===== src/rtl/sfg_pkg.sv =====
`default_nettype none

package sfg_pkg;

	localparam int MAX_SIZE_DEF = 2048;

	localparam int SIZE_W  = 12;
	localparam int RAD_W   = 16;
	localparam int EXP_W   = 12;
	localparam int COLOR_W = 8;
	localparam int CFG_W   = 16;
	localparam int IDX_W   = 3;
	localparam int IN_W    = 10;
	localparam int COORD_W = 11;
	localparam int SUMSQ_W = 22;
	localparam int DIST_W  = 27;
	localparam int Q16_W   = 17;
	localparam int Q30_W   = 31;
	localparam int ROOT_ROUNDS = 8;

	localparam logic [Q16_W-1:0] ONE16 = 17'h10000;
	localparam logic [Q30_W-1:0] ONE30 = 31'h4000_0000;

	// sine series coefficients, Q1.30
	localparam logic [Q30_W-1:0] CA1 = 31'd1686629713;
	localparam logic [Q30_W-1:0] CA3 = 31'd693598669;
	localparam logic [Q30_W-1:0] CA5 = 31'd85569306;
	localparam logic [Q30_W-1:0] CA7 = 31'd5026995;
	localparam logic [Q30_W-1:0] CA9 = 31'd172272;

	// register indexes
	localparam logic [IDX_W-1:0] REG_TEXTURE_SIZE = 3'd0;
	localparam logic [IDX_W-1:0] REG_RADIUS       = 3'd1;
	localparam logic [IDX_W-1:0] REG_EXPONENT     = 3'd2;
	localparam logic [IDX_W-1:0] REG_COLOR_RED    = 3'd3;
	localparam logic [IDX_W-1:0] REG_COLOR_GREEN  = 3'd4;
	localparam logic [IDX_W-1:0] REG_COLOR_BLUE   = 3'd5;

	// intensity modes settled once the distance is known
	localparam logic [1:0] MODE_CALC = 2'd0;
	localparam logic [1:0] MODE_ONE  = 2'd1;
	localparam logic [1:0] MODE_ZERO = 2'd2;

	localparam logic [2:0] BEAT_LAST = 3'd7;

	typedef struct packed {
		logic [1:0]      mode;
		logic [IN_W-1:0] col;
		logic [IN_W-1:0] row;
	} side_t;

	typedef struct packed {
		logic [COORD_W-1:0] tx;
		logic [COORD_W-1:0] ty;
		logic [COORD_W-1:0] mx;
		logic [COORD_W-1:0] my;
		logic [COLOR_W-1:0] red;
		logic [COLOR_W-1:0] green;
		logic [COLOR_W-1:0] blue;
	} texel_item_t;

	// one Horner step: ca - u2 * p / 2^16
	function automatic logic [Q30_W-1:0] horner_step(
		input logic [Q16_W-1:0] u2,
		input logic [Q30_W-1:0] p,
		input logic [Q30_W-1:0] ca
	);
		logic [Q16_W+Q30_W-1:0] prod;
		prod = u2 * p;
		return ca - prod[Q30_W+15:16];
	endfunction

endpackage

`default_nettype wire


===== src/rtl/sfg_isqrt.sv =====
`default_nettype none

module sfg_isqrt #(
	parameter int N = 27
) (
	input  logic              clk,
	input  logic              arst_n,
	input  logic              adv,
	input  logic              in_v,
	input  logic [2*N-1:0]    in_x,
	input  sfg_pkg::side_t    in_side,
	output logic              out_v,
	output logic [N-1:0]      out_root,
	output sfg_pkg::side_t    out_side
);
	import sfg_pkg::*;

	localparam int RW = N + 3;

	logic [N-1:0]   v_s;
	logic [2*N-1:0] x_s    [N];
	logic [RW-1:0]  rem_s  [N];
	logic [N-1:0]   root_s [N];
	side_t          side_s [N];

	logic [N-1:0]   pv;
	logic [2*N-1:0] px     [N];
	logic [RW-1:0]  prem   [N];
	logic [N-1:0]   proot  [N];
	side_t          pside  [N];
	logic [RW-1:0]  cand   [N];
	logic [RW-1:0]  trial  [N];

	// one result bit per stage, two radicand bits shifted in each time
	always_comb begin
		for (int k = 0; k < N; k++) begin
			if (k == 0) begin
				pv[k]    = in_v;
				px[k]    = in_x;
				prem[k]  = '0;
				proot[k] = '0;
				pside[k] = in_side;
			end else begin
				pv[k]    = v_s[k-1];
				px[k]    = x_s[k-1];
				prem[k]  = rem_s[k-1];
				proot[k] = root_s[k-1];
				pside[k] = side_s[k-1];
			end
			cand[k]  = {prem[k][RW-3:0], px[k][2*N-1 -: 2]};
			trial[k] = RW'({proot[k], 2'b01});
		end
	end

	always_ff @(posedge clk or negedge arst_n) begin
		if (!arst_n) begin
			v_s <= '0;
		end else if (adv) begin
			v_s <= pv;
		end
	end

	always_ff @(posedge clk) begin
		if (adv) begin
			for (int k = 0; k < N; k++) begin
				x_s[k]    <= {px[k][2*N-3:0], 2'b00};
				side_s[k] <= pside[k];
				if (cand[k] >= trial[k]) begin
					rem_s[k]  <= cand[k] - trial[k];
					root_s[k] <= {proot[k][N-2:0], 1'b1};
				end else begin
					rem_s[k]  <= cand[k];
					root_s[k] <= {proot[k][N-2:0], 1'b0};
				end
			end
		end
	end

	assign out_v    = v_s[N-1];
	assign out_root = root_s[N-1];
	assign out_side = side_s[N-1];

endmodule

`default_nettype wire


===== config.mk =====
export PLATFORM = sky130hd
export DESIGN_NAME = sfg_isqrt
export DESIGN_NICKNAME = d
export VERILOG_FILES = /design/src/rtl/sfg_pkg.sv /design/src/rtl/sfg_isqrt.sv
export SDC_FILE = /design/constraint.sdc
export NUM_CORES = 2
export LEC_CHECK = 0
export BUFFER_PORTS_ARGS = -buffer_cell sky130_fd_sc_hd__buf_2
export CAP_MARGIN = 20
export CORE_MARGIN = 1
export CORE_UTILIZATION = 55
export DETAILED_ROUTE_END_ITERATION = 10
export GPL_TIMING_DRIVEN = 0
export PLACE_DENSITY = 0.78
export SKIP_LAST_GASP = 1
export SYNTH_ARGS = -nofsm -noshare
export SYNTH_HDL_FRONTEND = slang
export SYNTH_SLANG_ARGS = --single-unit

===== constraint.sdc =====
create_clock -name clk -period 4.3 [get_ports clk]
set_clock_uncertainty 0.1 [all_clocks]
set_input_delay 0.43 -clock clk [delete_from_list [all_inputs] [get_ports clk]]
set_output_delay 0.43 -clock clk [all_outputs]
set_load 0.02 [all_outputs]

; ---- Word level (Yosys, flattened, before mapping)
; Memories as Yosys holds them, arrays and structs flattened.
; Index checks and enable logic that the tools add are counted.
[op_classes]
order_cmp = 27
add_sub_neg = 27
mux = 218
bitwise_logic = 54
[ops]
columns = operator, count
row1 = two-way mux 30 bit, 27
row2 = greater-or-equal comparator 30 x 29 -> 1 bit, 26
row3 = subtractor 30 x 29 -> 30 bit, 26
row4 = two-way mux 27 bit, 27
row5 = two-way mux 1 bit, 164
row6 = bitwise OR 1 bit, 54
row7 = "subtractor 2 x 1 -> 3 bit, second input constant", 1
row8 = "greater-or-equal comparator 2 x 1 -> 1 bit, second input constant", 1
[totals]
elab_cells = 331
output_inout_bits = 50
mem_bits_rw = 3537
memories = 4
register_bits = 27
[memory_table]
columns = name, depth, word_bits, rd, rd_clocked_by_memory_dff, wr, line
row1 = x_s, 27, 52, 26, 0, 27, sfg_isqrt.sv:21  ; logic [2*N-1:0] x_s [N];
row2 = rem_s, 27, 30, 26, 0, 27, sfg_isqrt.sv:22  ; logic [RW-1:0] rem_s [N];
row3 = root_s, 27, 27, 27, 0, 27, sfg_isqrt.sv:23  ; logic [N-1:0] root_s [N];
row4 = side_s, 27, 22, 27, 0, 27, sfg_isqrt.sv:24  ; side_t side_s [N];

; ---- Logic depth before layout (Yosys ltp)
; An unclocked memory read counts as a cell.
[logic_depth]
depth_word = 6
depth_mapped = 13

; ---- Worst setup path after synthesis
; Ideal clock, no wire load.
[synth_timing]
path_type = reg-to-reg
start = mem rem_s[0][67] in the netlist's numbering
end = mem rem_s[0][101] in the netlist's numbering, data pin
period_less_slack_ns = 3.507
path_stages_with_launch = 13
setup_ns = 0.267
t_arrival_ns = 3.140
required_ns = 3.933
n_path_buf = 3
slack_ns = 0.793
cell_sequence = edfxtp_1 -> or4_1 -> or4b_1 -> or4_1 -> buf_2 -> nor4_1 -> and2_1 -> buf_4 -> or4_4 -> buf_6 -> nor4_1 -> nor3b_1 -> xor2_1
[synth_rtl]
columns = item, line
row1 = start: declaration, sfg_isqrt.sv:22

==> impl_results.md <==
- Status: complete, no violations
- Post-synth EDFFs: 2364
- PortBufs: 129
- CTS tree: done
- Vias in the first global route: 56.7k
- Syn Nets: 7524
- Post-route ant nets: 0
- Initial DRC Count: 4339
- Worst Path Arrival: 4.82 ns
- Setup ws final: 0.0766 ns
- Htree depth: 4
- Top fanout value on the critical path: 10
- Global Route met1 Usage: 26.1%
- Initial Util: 55.6%
- MaxCap Viol Count: 0
- CTS max path bufs: 3
- Post-synth cell types: 84
- Peak supply drop: 0.466 mV
- Avg WL per Cell: 19.3 µm
- Placed Cells: 9638
- Synth Warn #: 0
- HPWL after DPL: 133 mm
- CTS sink count: 2392
- Most common cell on crit path: clkbuf_1
- Tmin final: 4.22 ns
- Switching pwr: 16300 µW
- Via density: 5.55
- Via Count: 56.4k
- Io pins: 130
- Pleak: 0.0427 µW
- Top delay family on crit path: compound AO/OA/AOI/OAI gates
- Fillers: 13.0k
- Clk pwr share: 33.6%
- Largest net degree at the start of global routing: 195
- Flip-flop cell with the highest count after synthesis: edfxtp_1
- Area of the multi-input gates: 27000 µm²
- Slew margin rel.: 23.9%
- Hold Vio Cnt, Final: 0
- Comb pwr share: 16.6%
- Yosys top cell by area: edfxtp_1
- WS Path Type: reg -> reg
- GR peak layer: met2
- P_int: 44900 µW
- Nets: 7992
- Crit end category: register
- Die Y: 431 µm
- Met2 GRT Util: 37.2%
- Switching Fraction: 26.7%
- Initial antenna violation count: 1
- Seq/Total Area, Yosys: 70.9%
- Row cnt: 156
- Root Buffer: clkbuf_16
- Crit path cell chain: inv_1 -> ha_1 -> nor2b_1 -> o2111ai_1 -> nand3_1 -> a32o_1 -> o21ba_2 -> a21oi_1 -> clkbuf_1 -> clkbuf_1 -> nand2_1 -> o21ai_0
- CP peak stage delay: 0.57 ns
- Finished Layout Cells: 10.2k
- Period utilization: 98.2%
- Max Freq: 237 MHz
- Asr flop ratio synth: 1.13%
- First-pass GRT wire length: 306 mm
- GRT met3 Usage: 2.95%
- Overall routed net length: 196 mm
- Share of cells above drive strength 1: 8.88%
- Syn Area/Cell: 14.4 µm²
- Clk slew on worst S/H paths: 0.07 ns
- Core area: 182000 µm²
- Reg area: 71700 µm²
- Reg2reg start: root_s[1][189]
- Critical-path top delay cell: clkbuf_1
- Unrepaired setup endpoints after global routing: false
- Num CTS Buffers: 230
- P&R area growth vs syn: 12.9%
- Startpoint Class: register
- GRT Resource Usage Total: 21.0%
- Worst-margin pin slew: 1.13 ns
- Total gr overflow: 0
- Synth Cell Area: 101000 µm²
- RD Place Congestion: 0.944
- Share of power burned in registers: 49.8%
- Setup Slack @ Placement: -1.14 ns
- Area contributors post-synth: edfxtp_1 (70%), ha_1 (5.0%), xor2_1 (2.5%), xnor2_1 (2.5%), o21ai_0 (1.9%)
- Yosys top cell area share: 70.2%
- First-pass iteration count of the detailed router: 6
- Critical path buffers and inverters: 3
- CP Launch Point: root_s[1][189]
- WP data required: 4.89 ns
- Die W: 431 µm
- Pwr/cell area: 536 nW/µm²
- Synth Instances: 7036
- DRC viols: 0
- Final setup fails: 0
- Synth Register Bits: 2392
- Worst hold path type: in -> async
- Die ar.: 186000 µm²
- Final slew viol count: 0
- Worst-skew pair later-pin latency: 0.88 ns
==> power groups by stage <==
stage	logic, µW	clock network, µW	registers (µW)
detailed placement	9910	0	30900
finish	10200	20500	30500
CTS	10100	21000	30500
floorplan	7370	0	30300
global route	11200	21800	30700
global placement	9670	0	31300
==> final timing paths <==
path	endpoint	slack, ns	cells after the start
hold / removal	v_s[0]	0.07	2
max in group asynchronous	v_s[12]	3.61	2
setup / recovery	rem_s[1][255]	0.08	12
min in group clk	x_s[0][456]	0.10	2
hold reg to reg	x_s[1][465]	0.29	0
setup reg to reg	rem_s[1][255]	0.08	12
==> logic make-up after synthesis <==
logic type	after synthesis	synth area share [%]
flops	2392	70.9
simple gates	1682	8.16
compound gates	1260	7.64
buf+inv	640	2.40
xor+xnor	573	4.96
fa+ha+maj	408	5.05
mux	81	0.895
==> flip-flops by register name, indices dropped and copies added (netlist names) <==
register / count
rem_s: 691
x_s: 702
root_s: 378
side_s: 594
v_s: 27
==> cell usage in the layout (no fill, tap or decap), types with 84 or more instances in the layout <==
| cell type | synthesis | routed |
|---|---|---|
| nor4_1 | 84 | 84 |
| xor2_1 | 287 | 287 |
| nand3_1 | 128 | 128 |
| nand2_1 | 485 | 485 |
| edfxtp_1 | 2364 | 2364 |
| buf_2 | 4 | 134 |
| inv_1 | 502 | 502 |
| a21oi_1 | 370 | 370 |
| a21o_1 | 129 | 129 |
| nor2_1 | 384 | 384 |
| xnor2_1 | 286 | 286 |
| clkbuf_1 | 122 | 132 |
| o21ai_0 | 390 | 390 |
| nor3_1 | 136 | 136 |
| nand2b_1 | 91 | 91 |
| clkbuf_16 | 0 | 233 |
| ha_1 | 408 | 408 |
==> through the flow <==
stage                     hold WS [ns]  TNS [ns]  power [µW]  area, µm²  util [%]
after floorplan                 0.0344         0       37700     101000         -
after global placement           0.300         -       41000     105000      57.7
after detailed placement         0.305   -863.79       40800     105000      58.0
after CTS                       0.0103         0       61600     114000      62.8
after global routing            0.0629         0       63800     114000      62.8
final                           0.0653         0       61200     114000      62.8
==> Yosys cell counts (75+ instances only) <==
cell type	number
nand2b_1	91
a21oi_1	370
nand3_1	128
mux2_2	75
o21ai_0	390
ha_1	408
clkbuf_1	122
xor2_1	287
nor2_1	384
nor4_1	84
a21o_1	129
inv_1	502
xnor2_1	286
edfxtp_1	2364
nand2_1	485
nor3_1	136
==> timing repair <==
item,CTS,global route
gates cloned,1,2
setup endpoints to repair,88,94
setup buffers,0,1
hold buffers,80,0
hold endpoints to repair,116,0
resized for setup,12,16
==> routing by layer <==
| layer | vias to the layer above | wire length (µm) |
|---|---|---|
| li1 | 27200 | - |
| met3 | 383 | 8130 |
| met5 | - | 0 |
| met2 | 1348 | 100000 |
| met1 | 27500 | 81800 |
| met4 | 0 | 6420 |
==> layout make-up <==
type	count	area share (%)
inverter	504	1.66
sequential	2392	62.8
buffer	133	0.503
clock buffer	285	5.29
timing repair buffer	239	1.83
clock inverter	149	1.54
tap	2449	2.68
antenna	1	0.00219
multi-input combinational	4004	23.7
Note: power is estimated with default switching activity, not from simulation.
