<file path="src/rtl/sfg_pkg.sv">
`default_nettype none

package sfg_pkg;

	localparam int MAX_SIZE_DEF = 2048;

	localparam int SIZE_W  = 12;
	localparam int RAD_W   = 16;
	localparam int EXP_W   = 12;
	localparam int COLOR_W = 8;
	localparam int CFG_W   = 16;
	localparam int IDX_W   = 3;
	localparam int IN_W    = 10;
	localparam int COORD_W = 11;
	localparam int SUMSQ_W = 22;
	localparam int DIST_W  = 27;
	localparam int Q16_W   = 17;
	localparam int Q30_W   = 31;
	localparam int ROOT_ROUNDS = 8;

	localparam logic [Q16_W-1:0] ONE16 = 17'h10000;
	localparam logic [Q30_W-1:0] ONE30 = 31'h4000_0000;

	// sine series coefficients, Q1.30
	localparam logic [Q30_W-1:0] CA1 = 31'd1686629713;
	localparam logic [Q30_W-1:0] CA3 = 31'd693598669;
	localparam logic [Q30_W-1:0] CA5 = 31'd85569306;
	localparam logic [Q30_W-1:0] CA7 = 31'd5026995;
	localparam logic [Q30_W-1:0] CA9 = 31'd172272;

	// register indexes
	localparam logic [IDX_W-1:0] REG_TEXTURE_SIZE = 3'd0;
	localparam logic [IDX_W-1:0] REG_RADIUS       = 3'd1;
	localparam logic [IDX_W-1:0] REG_EXPONENT     = 3'd2;
	localparam logic [IDX_W-1:0] REG_COLOR_RED    = 3'd3;
	localparam logic [IDX_W-1:0] REG_COLOR_GREEN  = 3'd4;
	localparam logic [IDX_W-1:0] REG_COLOR_BLUE   = 3'd5;

	// intensity modes settled once the distance is known
	localparam logic [1:0] MODE_CALC = 2'd0;
	localparam logic [1:0] MODE_ONE  = 2'd1;
	localparam logic [1:0] MODE_ZERO = 2'd2;

	localparam logic [2:0] BEAT_LAST = 3'd7;

	typedef struct packed {
		logic [1:0]      mode;
		logic [IN_W-1:0] col;
		logic [IN_W-1:0] row;
	} side_t;

	typedef struct packed {
		logic [COORD_W-1:0] tx;
		logic [COORD_W-1:0] ty;
		logic [COORD_W-1:0] mx;
		logic [COORD_W-1:0] my;
		logic [COLOR_W-1:0] red;
		logic [COLOR_W-1:0] green;
		logic [COLOR_W-1:0] blue;
	} texel_item_t;

	// one Horner step: ca - u2 * p / 2^16
	function automatic logic [Q30_W-1:0] horner_step(
		input logic [Q16_W-1:0] u2,
		input logic [Q30_W-1:0] p,
		input logic [Q30_W-1:0] ca
	);
		logic [Q16_W+Q30_W-1:0] prod;
		prod = u2 * p;
		return ca - prod[Q30_W+15:16];
	endfunction

endpackage

`default_nettype wire

</file>
<file path="src/rtl/sfg_emit.sv">
`default_nettype none

module sfg_emit (
	input  logic                        clk,
	input  logic                        arst_n,
	input  logic                        in_v,
	input  sfg_pkg::texel_item_t        in_item,
	output logic                        take,
	output logic                        valid,
	output logic [sfg_pkg::COORD_W-1:0] texel_x,
	output logic [sfg_pkg::COORD_W-1:0] texel_y,
	output logic [sfg_pkg::COLOR_W-1:0] red,
	output logic [sfg_pkg::COLOR_W-1:0] green,
	output logic [sfg_pkg::COLOR_W-1:0] blue,
	output logic                        last
);
	import sfg_pkg::*;

	logic        act_q;
	logic [2:0]  cnt_q;
	texel_item_t item_q;
	logic [COORD_W-1:0] bx, by;

	// load a new sample when idle or on the final beat of the current one
	assign take = in_v && (!act_q || (cnt_q == BEAT_LAST));

	always_ff @(posedge clk or negedge arst_n) begin
		if (!arst_n) begin
			act_q <= 1'b0;
			cnt_q <= '0;
		end else if (take) begin
			act_q <= 1'b1;
			cnt_q <= '0;
		end else if (act_q) begin
			if (cnt_q == BEAT_LAST) begin
				act_q <= 1'b0;
			end
			cnt_q <= cnt_q + 3'd1;
		end
	end

	always_ff @(posedge clk) begin
		if (take) begin
			item_q <= in_item;
		end
	end

	always_comb begin
		case (cnt_q)
			3'd0: begin bx = item_q.tx; by = item_q.ty; end
			3'd1: begin bx = item_q.tx; by = item_q.my; end
			3'd2: begin bx = item_q.mx; by = item_q.ty; end
			3'd3: begin bx = item_q.mx; by = item_q.my; end
			3'd4: begin bx = item_q.ty; by = item_q.tx; end
			3'd5: begin bx = item_q.ty; by = item_q.mx; end
			3'd6: begin bx = item_q.my; by = item_q.tx; end
			3'd7: begin bx = item_q.my; by = item_q.mx; end
			default: begin bx = item_q.tx; by = item_q.ty; end
		endcase
	end

	always_ff @(posedge clk or negedge arst_n) begin
		if (!arst_n) begin
			valid <= 1'b0;
			last  <= 1'b0;
		end else begin
			valid <= act_q;
			last  <= act_q && (cnt_q == BEAT_LAST);
		end
	end

	always_ff @(posedge clk) begin
		texel_x <= bx;
		texel_y <= by;
		red     <= item_q.red;
		green   <= item_q.green;
		blue    <= item_q.blue;
	end

endmodule

`default_nettype wire

</file>
<file path="config.mk">
export PLATFORM = sky130hd
export DESIGN_NAME = sfg_emit
export DESIGN_NICKNAME = d
export VERILOG_FILES = /design/src/rtl/sfg_pkg.sv /design/src/rtl/sfg_emit.sv
export SDC_FILE = /design/constraint.sdc
export NUM_CORES = 1
export LEC_CHECK = 0
export BUFFER_PORTS_ARGS = -buffer_cell sky130_fd_sc_hd__buf_2
export CORE_UTILIZATION = 35
export CTS_CLUSTER_SIZE = 30
export DETAILED_ROUTE_END_ITERATION = 10
export GPL_TIMING_DRIVEN = 0
export PLACE_DENSITY_LB_ADDON = 0.1
export SYNTH_ARGS = -nofsm -noshare
export SYNTH_HDL_FRONTEND = slang
export SYNTH_SLANG_ARGS = --single-unit
</file>
<file path="constraint.sdc">
create_clock -name clk -period 4.3 [get_ports clk]
set_clock_uncertainty 0.2 [all_clocks]
set_input_delay 0.86 -clock clk [delete_from_list [all_inputs] [get_ports clk]]
set_output_delay 0.86 -clock clk [all_outputs]
set_load 0.05 [all_outputs]
</file>
# After elaboration in Yosys (flattened, before gate mapping)

Index checks and enable logic that the tools add are counted.
Widths: inputs -> output; s select.

Add/subtract/negate cells: 1
Equality and inequality tests: 7
Muxes and demuxes: 7
Reduce and logical (&&, ||, !) cells: 14

Operators with widths:

| kind                | number |
|---|---|
| $pmux 11 s4         | 2 |
| $reduce_or 2->1     | 8 |
| $eq 3x3->1 const B  | 4 |
| $eq 3x2->1 const B  | 2 |
| $mux 3              | 2 |
| $add 3x1->3 const B | 1 |
| $eq 3x1->1 const B  | 1 |
| $logic_not 3->1     | 1 |
| $mux 1              | 3 |
| $logic_and 1x1->1   | 2 |
| $reduce_bool 2->1   | 1 |
| $logic_not 1->1     | 1 |
| $logic_or 1x1->1    | 1 |

Bits in registers: 120
Input port bits: 71

# Depth between registers and ports, before layout

Depth after elaboration: 4
Gate-level depth with buffers: 8
Gate-level depth less buffers: 5

# Least setup slack after synthesis

Ideal clock, no wire load.

Path type: reg2out
Start point: register cnt_q[0]
End point: output port take
Arrival: 3142 ps
Data required time: 3240 ps
Path slack: 98 ps
Cell stages (with the launch flop): 6
Path buffers: 1
Cells stage by stage: dfrtp_1 > ha_1 > ha_1 > clkbuf_1 > nand2b_1 > and2_1

Cells in the longest elaborated chain, start to end: 3

Ends and longest elaborated chain:

| what                   | line           | source |
|---|---|---|
| start, declared        | sfg_emit.sv:20 | `logic [2:0] cnt_q;` |
| start signal, assigned | sfg_emit.sv:38 | `cnt_q <= cnt_q + 3'd1;` |
| $eq 3x3->1             | sfg_emit.sv:25 | `assign take = in_v && (!act_q \|\| (cnt_q == BEAT_LAST));` |
| $logic_or 1x1->1       | sfg_emit.sv:25 |  |
| $logic_and 1x1->1      | sfg_emit.sv:25 |  |
| end, declared          | sfg_emit.sv:8  | `output logic take,` |

Every way passes these cells.

# Worst setup path in the final report

Same ends and word-level chain as after synthesis.

==> impl_metrics.csv <==
group,metric,value,unit
logic_synthesis,ys_warn_count,0,
floorplanning,die_w,109.0,um
logic_synthesis,synth-seq-cells,120,
sta,fin_tns_setup,0,ps
clock_network,htree_levels,4,
logic_synthesis,synth-xor-area-share,0.2186,%
floorplanning,die_y,109.0,um
floorplanning,io_pins,120,
sta,max_freq,255.3,MHz
clock_network,worstSkewPairLatency,410,ps
sta,setup_ws,382.7,ps
logic_synthesis,synth_edf_count,68,
critical_path,worstPathArrival,2860,ps
route,drt_iter0_drc,127,
floorplanning,die-area,11880,um2
grt,grt_pass1_wl,13.75,mm
placed_design,postPlaceCellArea,4780,um2
cells_and_area,final_core_util,49.29,%
grt,grt.busiest_layer,"met2",
grt,grt_max_degree,71,
logic_synthesis,yosys.cell_count.top_type,"edfxtp_1",
clock_network,postCtsHoldBufs,0,
logic_synthesis,synth.mux.area_fraction,1.686,%
logic_synthesis,seq_area_frac_synth,77.70,%
sta,period_share,91.10,%
clock_network,cts.sinks,120,
logic_synthesis,netlist_top_cells_area,"edfxtp_1 51%, dfxtp_1 23%, dfrtp_1 3.7%, nand2_1 2.6%, a41oi_1 2.0%",
pwr,vdd_drop_max,0.3545,mV
run_status,status,"finished, final reports clean",
logic_synthesis,synth-compound-area-share,9.432,%
logic_synthesis,synth_area,4006,um2
grt,antenna_found_initial,0,
route,routed_wl,9.127,mm
route,vias,2644,
logic_synthesis,synth_top_family_by_area,"compound AO/OA/AOI/OAI gates",
route,drc,0,
route,drtAntennaViolNets,0,
critical_path,worstPathRequired,3240,ps
clock_network,cts_made_buffers,17,
cells_and_area,final_cell_area,5414,um2
placed_design,place_congestion,0.7687,
floorplanning,start_util,36.48,%
critical_path,end_kind,"primary output",
cells_and_area,final_nets,475,
grt,use_met1,17.92,%
sta,rsz0062_at_grt,"false",
clock_network,cts-root-buf,"clkbuf_16",
grt,grt_pass1_vias,2743,
logic_synthesis,synth_common_cells,"68 x edfxtp_1, 46 x dfxtp_1, 28 x nand2_1",
floorplanning,num_rows,38,
critical_path,startpoint_type,"register",
flow_run,maxCapViolCount,0,
pwr,p_per_area,883.3,nW/um2
pwr,total_power,0.004782,W
sta,slew_violations,0,
sta,period_needed,3917,ps
sta,worst_pin_slew,880.4,ps
route,wl_per_cell,16.56,um
logic_synthesis,synth_simple_gate_area_share,7.339,%
route,dr.pass1.iters,7,
cells_and_area,antenna_cells,0,
clock_network,post_cts_buffers,0,
sta,setup_viol,0,
grt,grt_usage,16.47,%
placed_design,portBuffers,119,
cells_and_area,fill_cells,973,
grt,use_met2,25.52,%
logic_synthesis,yosys.cell_types.count,31,
cells_and_area,area_delta_synth_final,35.13,%
clock_network,cts_tree,"built",
placed_design,post-place-ws,501.4,ps
grt,gr-total-overflow,0,
clock_network,clkTransAtPathRegs,60,ps
clock_network,clk_path_buf_depth,2,
floorplanning,core-area,10980,um2
logic_synthesis,synth_flop_cell,"edfxtp_1",
logic_synthesis,async_reset_ff_share,5.000,%
critical_path,crit_type,"register to primary output",
logic_synthesis,yosys.area.top_type_share,50.97,%
logic_synthesis,syn-num-nets,336,
min_path,hold_path_class,"input port to asynchronous set/reset pin",
sta,relSlewSlack,41.31,%
logic_synthesis,synthAdderAreaFrac,1.874,%
logic_synthesis,netlist_instances,259,
placed_design,dp_hpwl,5.830,mm
logic_synthesis,netlist.top_cell.by_area,"edfxtp_1",
grt,gr-usage-met3,8.727,%
sta,hold_viol,0,
cells_and_area,drive_gt1_share,40.88,%
route,vias_per_cell,4.799,
clock_network,cts_resized,0,
pwr,power_leakage,2.203,nW
logic_synthesis,synth_area_per_cell,15.47,um2
critical_path,critPathMaxFanout,35,
-- flip-flops by register name, summed over array words and instances (netlist names), 3 cells and up --
name     cells
texel_y     11
green        8
blue         8
red          8
cnt_q        3
item_q      68
texel_x     11
-- cells by family after synthesis --
group | count (synthesis)
AND/OR/NAND/NOR | 62
AO/OA/AOI/OAI | 48
XOR/XNOR | 1
buffers and inverters | 16
multiplexers | 6
flip-flops | 120
adder cells (fa/ha/maj) | 6
-- cell type report --
| cell class | count | area (um2) | area share, % |
|---|---|---|---|
| sequential | 120 | 3113 | 57.50 |
| tap | 140 | 175.2 | 3.235 |
| clock buffer | 22 | 485.5 | 8.967 |
| multi-input combinational | 124 | 833.3 | 15.39 |
| buffer | 13 | 58.81 | 1.086 |
| clock inverter | 10 | 141.4 | 2.612 |
| timing repair buffer | 119 | 595.6 | 11.00 |
| inverter | 3 | 11.26 | 0.2080 |
-- worst max-delay path, cell delays in order, from the launching register on --
cell and delay, ps:
dfrtp_1 420, ha_1 210, ha_1 250, clkbuf_1 470, nand2b_1 260, and2_4 460, buf_2 350
-- per-layer routing --
metal  wire, um  up-vias
li1           -     1267
met1       3752     1232
met2       4280      123
met3        844       22
met4        249        0
met5          0        -
-- metrics by stage --
stage | std cells | hold WS [ps]
final | 551 | 65.31
after global routing | 551 | 45.11
after CTS | 550 | 45.72
after detailed placement | 518 | 126.9
after global placement | 518 | 123.8
after floorplan | 259 | 123.3
-- worst paths after layout --
check,from,to,slack (ps),depth (start not counted)
min in group clk,item_q[21],red[5],140,0
max in group asynchronous,arst_n,cnt_q[0],3690,1
worst min register to register,item_q[21],red[5],140,0
worst max-delay path,cnt_q[0],take,380,6
worst min-delay path,arst_n,cnt_q[2],70,1
worst max register to register,cnt_q[0],item_q[30],1340,5
-- report_power, final --
part	total [W]	internal [W]	switching, W	leakage, nW
clock network	0.00146	0.000977	0.000484	0.301
registers	0.00164	0.00153	0.000106	1.08
logic	0.00169	0.000486	0.00120	0.826
total	0.00478	0.00299	0.00179	2.20
-- cell usage in the layout (no fill, tap or decap), types with 2 or more instances in the layout --
master / synthesis / routed
a21o_1: 2 / 2
a221o_1: 6 / 6
a222oi_1: 6 / 6
a22o_1: 6 / 6
a31oi_1: 3 / 3
a41oi_1: 9 / 9
buf_2: 8 / 127
bufinv_16: 0 / 3
clkbuf_1: 5 / 7
clkbuf_16: 0 / 18
clkbuf_8: 0 / 2
clkinv_2: 0 / 2
clkinv_4: 0 / 3
clkinvlp_4: 0 / 2
dfrtp_1: 6 / 6
dfxtp_1: 46 / 46
edfxtp_1: 68 / 68
ha_1: 6 / 6
inv_1: 3 / 3
mux2_2: 6 / 6
nand2_1: 28 / 28
nand2b_1: 2 / 2
nand3_1: 8 / 8
nor2_1: 2 / 2
nor2b_1: 2 / 2
nor3_1: 12 / 12
o21a_1: 2 / 2
o21ai_0: 12 / 12
or3_1: 2 / 2
(Power assumes the default switching activity.)
