==> src/rtl/sfg_pkg.sv <==
`default_nettype none

package sfg_pkg;

	localparam int MAX_SIZE_DEF = 2048;

	localparam int SIZE_W  = 12;
	localparam int RAD_W   = 16;
	localparam int EXP_W   = 12;
	localparam int COLOR_W = 8;
	localparam int CFG_W   = 16;
	localparam int IDX_W   = 3;
	localparam int IN_W    = 10;
	localparam int COORD_W = 11;
	localparam int SUMSQ_W = 22;
	localparam int DIST_W  = 27;
	localparam int Q16_W   = 17;
	localparam int Q30_W   = 31;
	localparam int ROOT_ROUNDS = 8;

	localparam logic [Q16_W-1:0] ONE16 = 17'h10000;
	localparam logic [Q30_W-1:0] ONE30 = 31'h4000_0000;

	// sine series coefficients, Q1.30
	localparam logic [Q30_W-1:0] CA1 = 31'd1686629713;
	localparam logic [Q30_W-1:0] CA3 = 31'd693598669;
	localparam logic [Q30_W-1:0] CA5 = 31'd85569306;
	localparam logic [Q30_W-1:0] CA7 = 31'd5026995;
	localparam logic [Q30_W-1:0] CA9 = 31'd172272;

	// register indexes
	localparam logic [IDX_W-1:0] REG_TEXTURE_SIZE = 3'd0;
	localparam logic [IDX_W-1:0] REG_RADIUS       = 3'd1;
	localparam logic [IDX_W-1:0] REG_EXPONENT     = 3'd2;
	localparam logic [IDX_W-1:0] REG_COLOR_RED    = 3'd3;
	localparam logic [IDX_W-1:0] REG_COLOR_GREEN  = 3'd4;
	localparam logic [IDX_W-1:0] REG_COLOR_BLUE   = 3'd5;

	// intensity modes settled once the distance is known
	localparam logic [1:0] MODE_CALC = 2'd0;
	localparam logic [1:0] MODE_ONE  = 2'd1;
	localparam logic [1:0] MODE_ZERO = 2'd2;

	localparam logic [2:0] BEAT_LAST = 3'd7;

	typedef struct packed {
		logic [1:0]      mode;
		logic [IN_W-1:0] col;
		logic [IN_W-1:0] row;
	} side_t;

	typedef struct packed {
		logic [COORD_W-1:0] tx;
		logic [COORD_W-1:0] ty;
		logic [COORD_W-1:0] mx;
		logic [COORD_W-1:0] my;
		logic [COLOR_W-1:0] red;
		logic [COLOR_W-1:0] green;
		logic [COLOR_W-1:0] blue;
	} texel_item_t;

	// one Horner step: ca - u2 * p / 2^16
	function automatic logic [Q30_W-1:0] horner_step(
		input logic [Q16_W-1:0] u2,
		input logic [Q30_W-1:0] p,
		input logic [Q30_W-1:0] ca
	);
		logic [Q16_W+Q30_W-1:0] prod;
		prod = u2 * p;
		return ca - prod[Q30_W+15:16];
	endfunction

endpackage

`default_nettype wire

==> src/rtl/sfg_div.sv <==
`default_nettype none

module sfg_div #(
	parameter int DEN_W = 10,
	parameter int Q_W   = 27
) (
	input  logic              clk,
	input  logic              arst_n,
	input  logic              adv,
	input  logic              in_v,
	input  logic [DEN_W-1:0]  in_rem,
	input  logic [Q_W-1:0]    in_bits,
	input  logic [DEN_W-1:0]  den,
	input  sfg_pkg::side_t    in_side,
	output logic              out_v,
	output logic [Q_W-1:0]    out_q,
	output sfg_pkg::side_t    out_side
);
	import sfg_pkg::*;

	logic [Q_W-1:0]   v_s;
	logic [DEN_W-1:0] rem_s  [Q_W];
	logic [Q_W-1:0]   qb_s   [Q_W];
	side_t            side_s [Q_W];

	logic [Q_W-1:0]   pv;
	logic [DEN_W-1:0] prem   [Q_W];
	logic [Q_W-1:0]   pqb    [Q_W];
	side_t            pside  [Q_W];
	logic [DEN_W:0]   cand   [Q_W];
	logic [Q_W-1:0]   ge;

	// restoring division; dividend bits leave the top as quotient bits enter below
	always_comb begin
		for (int k = 0; k < Q_W; k++) begin
			if (k == 0) begin
				pv[k]    = in_v;
				prem[k]  = in_rem;
				pqb[k]   = in_bits;
				pside[k] = in_side;
			end else begin
				pv[k]    = v_s[k-1];
				prem[k]  = rem_s[k-1];
				pqb[k]   = qb_s[k-1];
				pside[k] = side_s[k-1];
			end
			cand[k] = {prem[k], pqb[k][Q_W-1]};
			ge[k]   = cand[k] >= {1'b0, den};
		end
	end

	always_ff @(posedge clk or negedge arst_n) begin
		if (!arst_n) begin
			v_s <= '0;
		end else if (adv) begin
			v_s <= pv;
		end
	end

	always_ff @(posedge clk) begin
		if (adv) begin
			for (int k = 0; k < Q_W; k++) begin
				side_s[k] <= pside[k];
				qb_s[k]   <= {pqb[k][Q_W-2:0], ge[k]};
				if (ge[k]) begin
					rem_s[k] <= DEN_W'(cand[k] - {1'b0, den});
				end else begin
					rem_s[k] <= cand[k][DEN_W-1:0];
				end
			end
		end
	end

	assign out_v    = v_s[Q_W-1];
	assign out_q    = qb_s[Q_W-1];
	assign out_side = side_s[Q_W-1];

endmodule

`default_nettype wire

==> config.mk <==
export PLATFORM = sky130hd
export DESIGN_NAME = sfg_div
export DESIGN_NICKNAME = d
export VERILOG_FILES = /design/src/rtl/sfg_pkg.sv /design/src/rtl/sfg_div.sv
export SDC_FILE = /design/constraint.sdc
export NUM_CORES = 2
export LEC_CHECK = 0
export BUFFER_PORTS_ARGS = -buffer_cell sky130_fd_sc_hd__buf_4
export CAP_MARGIN = 0
export CORE_AREA = 5 5 432 434
export CTS_CLUSTER_SIZE = 8
export DETAILED_ROUTE_END_ITERATION = 7
export DIE_AREA = 0 0 437 439
export GPL_TIMING_DRIVEN = 0
export PLACE_DENSITY = 0.5
export SYNTH_ARGS = -nofsm -noshare
export SYNTH_HDL_FRONTEND = slang
export SYNTH_SLANG_ARGS = --single-unit
==> constraint.sdc <==
create_clock -name clk -period 2.4 [get_ports clk]
set_input_delay 0.72 -clock clk [delete_from_list [all_inputs] [get_ports clk]]
set_output_delay 0.72 -clock clk [all_outputs]
set_load 0.02 [all_outputs]
# Word level (Yosys, flattened, before mapping)
# Memory sizes are Yosys's and may differ from the RTL's.
# Index checks and enable logic that the tools add are counted.
dict set report classes {
  addsub 27
  magnitude_cmp 27
  muxes 191
  n_bitwise 27
}
# cell n
set ops {}
lappend ops {{11-bit by 10-bit >= comparator with 1-bit output} 27}
lappend ops {{10-bit two-way mux} 27}
lappend ops {{10-bit subtractor} 27}
lappend ops {{1-bit two-way mux} 164}
lappend ops {{1-bit OR} 27}
dict set report totals {
  reg_bits 27
  ramBits 1593
  output_inout_bits 50
  memories 3
}
# memory words width read_ports rd_clocked_by_memory_dff write_ports line_no
set mem_list {}
lappend mem_list {qb_s 27 27 27 0 27 sfg_div.sv:23} ;# logic [Q_W-1:0] qb_s [Q_W];
lappend mem_list {side_s 27 22 27 0 27 sfg_div.sv:24} ;# side_t side_s [Q_W];
lappend mem_list {rem_s 27 10 26 0 27 sfg_div.sv:22} ;# logic [DEN_W-1:0] rem_s [Q_W];

# Longest topological paths before layout
dict set report depth {
  ltp_word 5
  ltp_mapped 10
  depth_no_buf 10
}

# Worst setup path before layout
# Ideal clock, no wire load.
dict set report synth_path {
  kind {input -> register}
  start {in den[1]}
  end {mem rem_s[1][1], in the netlist rem_s[0][11] (data pin)}
  arrival_time_ns 4.141
  setup_slack_ns -2.001
  cell_stages 9
  path_buffers 1
  cell_sequence {inv_1 > ha_1 > nor2b_1 > o2111ai_1 > nand3b_1 > a31oi_1 > o311a_1 > buf_2 > mux2_2}
}
# item line_no
set synth_lines {}
lappend synth_lines {{from (decl)} sfg_div.sv:13} ;# input logic [DEN_W-1:0] den,
lappend synth_lines {{to (decl)} sfg_div.sv:22}

==> results.py <==
metrics = {
    "synth": {
        "yosysWarningCount": 0,
        "syn_inst": 3564,
        "yosysSeqAreaShare_pct": 76.0,
        "avgSynthCellArea_sq_um": 17.8,
        "async_flop_share_pct": 1.68,
        "synth_area_sq_um": 63400,
        "syn-num-nets": 3933,
        "synth-edff-count": 1583,
        "ys_types": 75,
        "ys_ff_latch": 1610,
        "synth-main-ff-cell": "edfxtp_1",
    },
    "pwr": {
        "p_total_mw": 89.3,
        "irDropWorstVdd_uv": 668,
        "p_per_area_nw_per_um2": 1130,
        "p_leak_nw": 28.3,
    },
    "floorplan": {
        "die_y_microns": 439,
        "die_area_sq_um": 192000,
        "coreArea_sq_um": 182000,
        "rows": 157,
        "num_io_pins": 123,
        "fp.dieW_microns": 437,
        "initial_core_util_pct": 34.8,
    },
    "place": {
        "hpwlAfterDp_microns": 61000,
        "finalWeightedCongestion": 0.777,
        "portBuffers": 122,
        "dp_cells": 6089,
        "dpl_cell_area_sq_um": 67800,
        "dp_slack_ps": -1890,
    },
    "sta": {
        "maxSlewViolCount": 0,
        "layout_min_cycle_time_ps": 2520,
        "finalClockSkew_ps": 49.5,
        "setup_violations": 54,
        "setup_slack_ps": -125,
        "finalSetupTns_ps": -2830,
        "period_share_pct": 105,
        "max_freq_mhz": 396,
        "rsz0062_at_grt": "yes",
        "hold_viol_final": 0,
        "maxSlewHeadroom_pct": 28.3,
        "worst_pin_slew_ps": 1080,
        "hold_slack_ps": 102,
    },
    "worst_setup_path": {
        "worst_setup_path_end_kind": "flip-flop",
        "path_class": "input port to flip-flop",
        "worstPathArrival_ps": 3070,
        "cp.required_ps": 2950,
        "r2r_slack_ps": -120,
        "cp_slowest_cell": "o311a_4",
        "startpoint_type": "input port",
        "cp_max_fo": 6,
        "crit_chain": "buf_6 > clkinvlp_4 > buf_12 > bufbuf_16 > ha_4 > nor2b_4 > o2111ai_2 > nand3b_1 > a31oi_4 > o311a_4 > buf_8 > mux2_4",
        "crit_path_max_incr_delay_ps": 410,
        "reg2reg_depth": 9,
    },
    "finish": {
        "layout.cells.non_filler": 6592,
        "areaGrowthSynthToFinish_pct": 24.8,
        "nets": 4533,
        "drive_gt1_share_pct": 29.5,
        "fin_area_sq_um": 79200,
        "fin_util_pct": 43.4,
    },
    "worst_hold_path": {
        "holdPathStages": 1,
        "hp-class": "input port to flip-flop",
    },
    "global_route": {
        "first_global_vias": 31300,
        "grt_max_degree": 194,
        "antenna_found_initial": 2,
        "globalRouteOverflowTotal": 0,
        "track_usage_pct": 11.0,
        "grt_pass1_wl_microns": 168000,
    },
    "detailed_routing": {
        "drtPass1Iterations": 6,
        "detail-route-antenna-nets": 0,
        "wl_per_cell_microns": 16.7,
        "drt-total-wl_microns": 110000,
        "viasPerCell": 4.71,
        "vias": 31000,
        "drc_errors": 0,
        "drt_iter0_drc": 1671,
    },
    "cts": {
        "clkSlewWorstSetupHoldPaths_ps": 50,
        "clk_latency_ps": 850,
        "cts_tree": "done",
        "cts.sinks": 1610,
        "clock_path_buffers": 3,
        "clock-root-buffer": "clkbuf_16",
        "cts_made_buffers": 221,
        "h-tree-depth": 4,
    },
    "status": {
        "violations": "setup timing",
        "status": "complete, but fails checks",
    },
    "flow_run": {
        "maxCapViolCount": 0,
    },
}
## report_power, final
part | switching, mW | internal (mW) | total [mW] | leakage, nW
Combinational | 11.4 | 12.4 | 23.8 | 9.54
Sequential | 1.85 | 36.2 | 38.0 | 15.8
Clock | 11.0 | 16.4 | 27.5 | 2.94
Total | 24.3 | 65.0 | 89.3 | 28.3
## final cells by class
type / count / area [sq um]
diodes: 2 / 5.00
clock buffers: 243 / 5610
well taps: 2385 / 2980
fillers: 15900 / 103000
flip-flops and latches: 1610 / 48200
multi-input cells: 1772 / 17400
clock inverters: 21 / 478
plain buffers: 43 / 277
inverters: 139 / 603
repair buffers: 377 / 3570
## critical path: cells and delay by family
family / cells / cell delay [ps]
AOI/OAI and AO/OA: 3 / 670
and+or+nand+nor: 2 / 320
buffers and inverters: 5 / 770
adders and majority gates: 1 / 260
muxes: 1 / 300
## kinds of logic (layout without fill, tap and decap cells)
group                    count (synthesis)  after routing  share of synthesized area [%]
flip-flops                            1610           1610                           76.0
AO/OA/AOI/OAI                          552            553                           5.82
AND/OR/NAND/NOR                        468            475                           3.53
adder cells (fa/ha/maj)                296            296                           6.15
multiplexers                           264            264                           4.75
buffers and inverters                  190            823                           1.22
XOR/XNOR                               184            184                           2.54
other                                    0              2                              0
## layer usage
metal	up-vias	global-route usage, %	wire length [microns]
li1	15100	-	-
met1	15200	14.2	49800
met2	522	17.6	51900
met3	227	2.78	4530
met4	0	5.09	3960
met5	-	0	0
## synth_stat cells (7+ instances only)
cell type	instances	area share [%]
o21a_1	22	0.26
a31oi_1	32	0.32
nand3_1	38	0.30
o21ai_0	71	0.56
mux2_2	210	3.7
a2111oi_0	15	0.21
nand2_1	131	0.78
nor3_1	32	0.25
ha_1	270	5.3
a21o_1	74	0.88
mux2i_1	30	0.47
nand2b_1	25	0.25
nand2_2	12	0.12
a211o_1	14	0.19
o21bai_1	19	0.22
and3_1	11	0.11
a31o_2	7	0.097
a211oi_1	17	0.20
xor2_1	55	0.76
inv_1	139	0.82
o31ai_1	15	0.18
a221oi_1	7	0.097
a21oi_1	179	1.4
edfxtp_1	1583	75
o211ai_1	10	0.12
mux2_4	21	0.50
dfrtp_1	27	1.1
nor2b_1	16	0.16
xnor2_1	129	1.8
nor2_1	142	0.84
nand4_1	22	0.22
fa_1	26	0.82
clkbuf_1	36	0.21
a21oi_2	7	0.097
buf_2	9	0.071
## worst paths after layout
path                                              from                      end
worst max-delay path                            den[1]   rem_s[1][43]$_DFFE_PP_
worst min-delay path                       in_side[13]  side_s[0][13]$_DFFE_PP_
worst max register to register  rem_s[0][30]$_DFFE_PP_   rem_s[0][44]$_DFFE_PP_
worst min register to register   qb_s[1][81]$_DFFE_PP_   qb_s[1][109]$_DFFE_PP_
max in group asynchronous                       arst_n      v_s[20]$_DFFE_PN0P_
min in group asynchronous                       arst_n      v_s[22]$_DFFE_PN0P_
## timing repair
| item | in CTS | in global routing |
|---|---|---|
| hold buffers | 47 | 0 |
| pin swaps | 79 | 139 |
| endpoints found under the hold margin | 73 | 0 |
| resized for setup | 284 | 350 |
| buffers inserted | 82 | 103 |
| endpoints found under the setup margin | 623 | 253 |
| gates cloned | 13 | 6 |
## layout by cell type (no fill, tap or decap), drive strengths merged, types with 19 or more instances in the layout
cell	count
nand3	38
inv	137
o21a	22
nand2b	25
edfxtp	1583
a21o	74
ha	270
a31oi	34
o21ai	78
clkinv	20
o21bai	19
a2111oi	22
xnor2	129
nand4	29
clkbuf	275
nor3	33
a21oi	186
xor2	55
mux2	234
nor2	142
fa	26
buf	338
dlygate4sd3	47
mux2i	30
dfrtp	27
nand2	147
## registers in the layout, summed over array words and instances (netlist names)
name	cells
side_s	594
v_s	27
rem_s	260
qb_s	729
Note: power is estimated with default switching activity, not from simulation.
